File: src/rtl/hsvrgb_pkg.sv
// ----------------------------------------------------------------------------
// HSV to RGB converter package
// Fixed-point types, the unit level and the hue sector codes.
// ----------------------------------------------------------------------------
package hsvrgb_pkg;

   typedef logic [16:0] level_type;
   typedef logic [2:0]  sector_type;
   typedef logic [7:0]  channel_type;

   localparam level_type FIX_ONE = 17'h10000;

   localparam sector_type SECTOR_RED_YELLOW    = 3'd0;
   localparam sector_type SECTOR_YELLOW_GREEN  = 3'd1;
   localparam sector_type SECTOR_GREEN_CYAN    = 3'd2;
   localparam sector_type SECTOR_CYAN_BLUE     = 3'd3;
   localparam sector_type SECTOR_BLUE_MAGENTA  = 3'd4;
   localparam sector_type SECTOR_MAGENTA_RED   = 3'd5;

endpackage

File: src/rtl/hsv_to_rgb_converter.sv
// ----------------------------------------------------------------------------
// HSV to RGB converter
// Six-sector fixed-point conversion of hue, saturation and value to 8-bit RGB.
// The converter accepts one request every clock cycle unless a full pipeline
// is held by a stall on the result side. The pipeline has four register
// stages: hue splitting and clamping, the first rank of multipliers, the
// second rank of multipliers, and the sector selection with channel scaling
// into the output register. A stall on the result side fills the pipeline's
// empty stages before the request side is held, and nothing is dropped or
// repeated.
// ----------------------------------------------------------------------------
module hsv_to_rgb_converter (
   input  logic        clock,
   input  logic        reset,
   input  logic        req_valid,
   output logic        req_ready,
   input  logic [15:0] req_hue,
   input  logic [16:0] req_saturation,
   input  logic [16:0] req_brightness,
   output logic        rsp_valid,
   input  logic        rsp_ready,
   output logic [7:0]  rsp_red,
   output logic [7:0]  rsp_green,
   output logic [7:0]  rsp_blue
);

   logic rdy1, rdy2, rdy3, rdy4;
   logic v1_ff, v2_ff, v3_ff, v4_ff;

   // Stage 1: sector, fraction and clamped inputs.
   logic [18:0]             hue6;
   hsvrgb_pkg::level_type   sat_in, val_in;
   hsvrgb_pkg::sector_type  sector1_ff;
   logic [15:0]             frac1_ff;
   hsvrgb_pkg::level_type   sat1_ff, val1_ff;

   // Stage 2: first rank of products.
   logic [33:0]             fs_prod, gs_prod, p_prod;
   hsvrgb_pkg::level_type   omf, oms;
   hsvrgb_pkg::sector_type  sector2_ff;
   hsvrgb_pkg::level_type   fs2_ff, gs2_ff, p2_ff, val2_ff;

   // Stage 3: second rank of products.
   logic [33:0]             q_prod, t_prod;
   hsvrgb_pkg::sector_type  sector3_ff;
   hsvrgb_pkg::level_type   p3_ff, q3_ff, t3_ff, val3_ff;

   // Stage 4: sector selection and scaling.
   hsvrgb_pkg::level_type   lvl_r, lvl_g, lvl_b;
   hsvrgb_pkg::channel_type red_in, green_in, blue_in;
   hsvrgb_pkg::channel_type red_ff, green_ff, blue_ff;

   assign rdy4      = !v4_ff || rsp_ready;
   assign rdy3      = !v3_ff || rdy4;
   assign rdy2      = !v2_ff || rdy3;
   assign rdy1      = !v1_ff || rdy2;
   assign req_ready = rdy1;

   assign hue6   = {1'b0, req_hue, 2'b00} + {2'b00, req_hue, 1'b0};
   assign sat_in = (req_saturation > hsvrgb_pkg::FIX_ONE) ? hsvrgb_pkg::FIX_ONE
                                                          : req_saturation;
   assign val_in = (req_brightness > hsvrgb_pkg::FIX_ONE) ? hsvrgb_pkg::FIX_ONE
                                                          : req_brightness;

   assign omf     = hsvrgb_pkg::FIX_ONE - {1'b0, frac1_ff};
   assign oms     = hsvrgb_pkg::FIX_ONE - sat1_ff;
   assign fs_prod = {1'b0, frac1_ff} * sat1_ff;
   assign gs_prod = omf * sat1_ff;
   assign p_prod  = val1_ff * oms;

   assign q_prod = val2_ff * (hsvrgb_pkg::FIX_ONE - fs2_ff);
   assign t_prod = val2_ff * (hsvrgb_pkg::FIX_ONE - gs2_ff);

   always_comb begin
      case (sector3_ff)
         hsvrgb_pkg::SECTOR_RED_YELLOW: begin
            lvl_r = val3_ff; lvl_g = t3_ff;   lvl_b = p3_ff;
         end
         hsvrgb_pkg::SECTOR_YELLOW_GREEN: begin
            lvl_r = q3_ff;   lvl_g = val3_ff; lvl_b = p3_ff;
         end
         hsvrgb_pkg::SECTOR_GREEN_CYAN: begin
            lvl_r = p3_ff;   lvl_g = val3_ff; lvl_b = t3_ff;
         end
         hsvrgb_pkg::SECTOR_CYAN_BLUE: begin
            lvl_r = p3_ff;   lvl_g = q3_ff;   lvl_b = val3_ff;
         end
         hsvrgb_pkg::SECTOR_BLUE_MAGENTA: begin
            lvl_r = t3_ff;   lvl_g = p3_ff;   lvl_b = val3_ff;
         end
         default: begin
            lvl_r = val3_ff; lvl_g = p3_ff;   lvl_b = q3_ff;
         end
      endcase
   end

   hsvrgb_scale u_scale_red   (.level(lvl_r), .channel(red_in));
   hsvrgb_scale u_scale_green (.level(lvl_g), .channel(green_in));
   hsvrgb_scale u_scale_blue  (.level(lvl_b), .channel(blue_in));

   always_ff @(posedge clock) begin
      if (reset) begin
         v1_ff <= 1'b0;
         v2_ff <= 1'b0;
         v3_ff <= 1'b0;
         v4_ff <= 1'b0;
      end else begin
         if (rdy1) v1_ff <= req_valid;
         if (rdy2) v2_ff <= v1_ff;
         if (rdy3) v3_ff <= v2_ff;
         if (rdy4) v4_ff <= v3_ff;
      end
   end

   always_ff @(posedge clock) begin
      if (rdy1) begin
         sector1_ff <= hue6[18:16];
         frac1_ff   <= hue6[15:0];
         sat1_ff    <= sat_in;
         val1_ff    <= val_in;
      end
      if (rdy2) begin
         sector2_ff <= sector1_ff;
         fs2_ff     <= fs_prod[32:16];
         gs2_ff     <= gs_prod[32:16];
         p2_ff      <= p_prod[32:16];
         val2_ff    <= val1_ff;
      end
      if (rdy3) begin
         sector3_ff <= sector2_ff;
         p3_ff      <= p2_ff;
         q3_ff      <= q_prod[32:16];
         t3_ff      <= t_prod[32:16];
         val3_ff    <= val2_ff;
      end
      if (rdy4) begin
         red_ff   <= red_in;
         green_ff <= green_in;
         blue_ff  <= blue_in;
      end
   end

   assign rsp_valid = v4_ff;
   assign rsp_red   = red_ff;
   assign rsp_green = green_ff;
   assign rsp_blue  = blue_ff;

endmodule

File: src/rtl/hsvrgb_scale.sv
// ----------------------------------------------------------------------------
// HSV to RGB channel scaler
// Maps a level of 0 to 1.0 onto 0 to 255 as (level * 255) >> 16, truncated.
// ----------------------------------------------------------------------------
module hsvrgb_scale (
   input  hsvrgb_pkg::level_type   level,
   output hsvrgb_pkg::channel_type channel
);

   logic [24:0] product;

   assign product = {level, 8'd0} - {8'd0, level};
   assign channel = product[23:16];

endmodule

File: config.mk
export PLATFORM = sky130hd
export DESIGN_NAME = hsv_to_rgb_converter
export DESIGN_NICKNAME = d
export VERILOG_FILES = /design/src/rtl/hsvrgb_pkg.sv /design/src/rtl/hsv_to_rgb_converter.sv /design/src/rtl/hsvrgb_scale.sv
export SDC_FILE = /design/constraint.sdc
export NUM_CORES = 2
export LEC_CHECK = 0
export BUFFER_PORTS_ARGS = -buffer_cell sky130_fd_sc_hd__buf_2
export CORE_MARGIN = 1.5
export CORE_UTILIZATION = 60
export CTS_BUF_LIST = sky130_fd_sc_hd__clkbuf_4 sky130_fd_sc_hd__clkbuf_8
export DETAILED_ROUTE_END_ITERATION = 16
export PLACE_DENSITY = 0.79
export SETUP_SLACK_MARGIN = 0.5
export SYNTH_ARGS = -nofsm -noshare
export SYNTH_HDL_FRONTEND = slang
export SYNTH_SLANG_ARGS = --single-unit
File: constraint.sdc
create_clock -name clock -period 7.2 [get_ports clock]
set_input_delay 0.36 -clock clock [delete_from_list [all_inputs] [get_ports clock]]
set_output_delay 0.36 -clock clock [all_outputs]
set_load 0.01 [all_outputs]
==> results.py <==
metrics = {
    "detailed_routing": {
        "vias_per_cell": 5.64,
        "drt_drc_violations_left": 0,
        "vias": 43000,
        "wl_mm": 146,
        "avgRoutedWirePerCell_um": 19.2,
        "drtAntennaViolNets": 0,
        "first_pass_iters": 7,
        "first_iter_violations": 3401,
    },
    "finish": {
        "area_growth_syn_to_layout_pct": 12.8,
        "final_util_pct": 68.7,
        "stdcell_area_um2": 63200,
        "nFillCells": 6658,
        "drive_gt1_share_pct": 13.6,
        "fin_nets": 8079,
    },
    "clock_tree": {
        "cts.path.max_buffers": 3,
        "clk_pin_slew_worst_paths_ns": 0.06,
        "tritoncts": "done",
        "clock-sinks": 222,
        "root_buffer": "clkbuf_8",
        "insertion_delay_ns": 0.65,
        "cts_made_buffers": 42,
        "htree_levels": 2,
    },
    "global_route": {
        "grt_use_total_pct": 31.1,
        "grt_pass1_wl_mm": 234,
        "grt_pass1_vias": 45900,
        "antenna_found_initial": 5,
        "grt_max_degree": 88,
        "grt-ovfl-total": 0,
    },
    "synthesis": {
        "yosysUniqueCellTypes": 83,
        "ys_top_cells_by_area": "fa_1, ha_1, edfxtp_1",
        "yosysWarnings": 0,
        "synth-seq-cells": 222,
        "avgSynthCellArea_um2": 9.18,
        "synth_seq_area_share_pct": 11.8,
        "synth_area_leader_cell": "fa_1",
        "syn_area_um2": 56100,
        "yosys-top-cells-count": "inv_1, fa_1, nand2_1, ha_1, and2_1",
        "async_flop_share_pct": 0,
        "yosysMostFrequentCell": "inv_1",
        "synth_nets": 7834,
        "synth_top_area_share_pct": 39.3,
        "synthFlopType": "edfxtp_1",
        "synthCells": 6108,
        "synth_edf_count": 218,
    },
    "sta": {
        "relSlewSlack_pct": 30.3,
        "setup_tns_ns": -0.468,
        "maxSlewViolCount": 0,
        "rsz0062_at_grt": "true",
        "max_freq_mhz": 137,
        "tightestPinTransition_ns": 1.05,
        "period_share_pct": 101,
        "setup_viol": 11,
        "min_period_ns": 7.28,
        "finalHoldViolCount": 0,
        "fin_ws_ns": -0.0842,
        "finClkSkew_ns": 0.0285,
    },
    "floorplan": {
        "start_util_pct": 60.9,
        "die_x_um": 309,
        "core_um2": 92100,
        "die_y_um": 309,
        "die_area_um2": 95300,
        "ios": 80,
        "num_rows": 111,
    },
    "status": {
        "status": "complete, but fails checks",
        "violations": "setup timing",
    },
    "hold_path": {
        "hp-class": "input port to flop",
    },
    "worst_setup_path": {
        "startpoint_type": "flop",
        "arrival_ns": 7.67,
        "critical_path_class": "flop to flop",
        "cp_max_fo": 6,
        "critPathRequiredTime_ns": 7.59,
        "critPathCaptureType": "flop",
    },
    "run": {
        "drv_cap": 0,
    },
    "placement": {
        "gp_congestion": 0.940,
        "placement.io_buffers": 79,
        "placed_area_um2": 59800,
        "place_hpwl_mm": 113,
        "pre_cts_ws_ns": -0.200,
    },
}
cells by family after synthesis:
kind of cell | synth area share, %
xor+xnor | 2.90
fa+ha+maj | 52.0
compound gates | 5.05
simple gates | 16.2
flops | 11.8
buf+inv | 11.3
mux | 0.779
layout make-up:
cell class	instances	area, um^2	area share, %
diodes	3	7.51	0.0119
clock buffers	47	616	0.973
clock inverters	29	274	0.433
inverters	1377	5170	8.18
multi-input cells	4218	45000	71.1
flip-flops and latches	222	6630	10.5
well taps	1243	1560	2.46
repair buffers	492	4040	6.38
worst max-delay path, stage by stage (launching register included):
cell      delay, ns
edfxtp_1       0.39
or4_4          0.59
nor4_4         0.18
nand3b_1       0.26
nor3_2         0.30
xnor2_2        0.18
buf_6          0.17
nand2_2        0.06
fa_1           0.56
inv_2          0.05
fa_1           0.54
fa_1           0.43
fa_1           0.46
fa_1           0.49
inv_1          0.05
fa_1           0.50
inv_2          0.05
ha_4           0.21
a21o_1         0.16
a21oi_2        0.20
o21ai_4        0.10
a31o_4         0.25
a221oi_4       0.32
o21ai_2        0.10
a21oi_2        0.19
o21bai_2       0.11
xor2_1         0.15
state kept, by name (all words and copies together), names as in the netlist, 3 cells and up:
name and count:
sector1_ff 3, rsp_blue 8, sector2_ff 3, frac1_ff 15
val1_ff 17, p2_ff 17, gs2_ff 17, rsp_red 8
q3_ff 17, val3_ff 17, val2_ff 17, sector3_ff 3
t3_ff 17, rsp_green 8, fs2_ff 17, p3_ff 17
sat1_ff 17
metal layers:
layer | global-route usage [%] | part of all wire [%] | up-vias
li1 | - | - | 18900
met1 | 41.3 | 39 | 21500
met2 | 51.7 | 47 | 2126
met3 | 5.96 | 9.9 | 414
met4 | 10.2 | 3.6 | 8
met5 | 0 | 0.038 | -
metrics by stage:
stage,cells,hold WS [ns]
3_3_place_gp,7415,0.402
2_1_floorplan,6108,0.400
5_1_grt,7629,0.0141
6_report,7631,0.0372
3_5_place_dp,7415,0.406
4_1_cts,7568,0.000248
what timing repair did:
action                                  4_1_cts  5_1_grt
pin swaps                                    91       89
buffers inserted                             68       58
gates cloned                                  1        2
hold buffers                                  8        0
resized for setup                           147      164
endpoints found under the setup margin       65       77
endpoints found under the hold margin        10        0
worst paths after layout:
| kind | from | end | slack, ns | cells past startpoint |
|---|---|---|---|---|
| max | sat1_ff[5]$_SDFFCE_PN0P_ | p2_ff[11]$_DFFE_PP_ | -0.08 | 26 |
| min | req_saturation[11] | sat1_ff[11]$_SDFFCE_PN0P_ | 0.04 | 2 |
| max reg2reg | sat1_ff[5]$_SDFFCE_PN0P_ | p2_ff[11]$_DFFE_PP_ | -0.08 | 26 |
| min reg2reg | p2_ff[4]$_DFFE_PP_ | p3_ff[4]$_DFFE_PP_ | 0.42 | 0 |
layout by cell type (no fill, tap or decap), types with 17 or more instances in the layout:
master	synthesis	final
o21a_1	33	33
nand2_1	987	967
a21oi_2	3	27
a211oi_1	19	17
xnor2_2	1	27
ha_4	0	27
buf_12	0	19
a21o_1	54	54
mux2i_1	38	38
inv_2	0	17
nand3_1	34	29
edfxtp_1	218	218
ha_1	573	540
nor3_1	43	30
clkbuf_8	0	42
inv_1	1377	1359
and2_1	480	467
xor2_1	58	43
nor2_1	150	123
buf_6	2	57
nor2b_1	41	40
and3_1	39	39
a21oi_1	105	78
buf_2	10	81
or2_2	24	21
o21ai_0	64	49
buf_4	4	321
xnor2_1	126	95
nand2b_1	17	17
fa_1	1099	1086
Power is not shown: default switching activity piles up to over one toggle a cycle in this logic, so the estimate is an artifact.
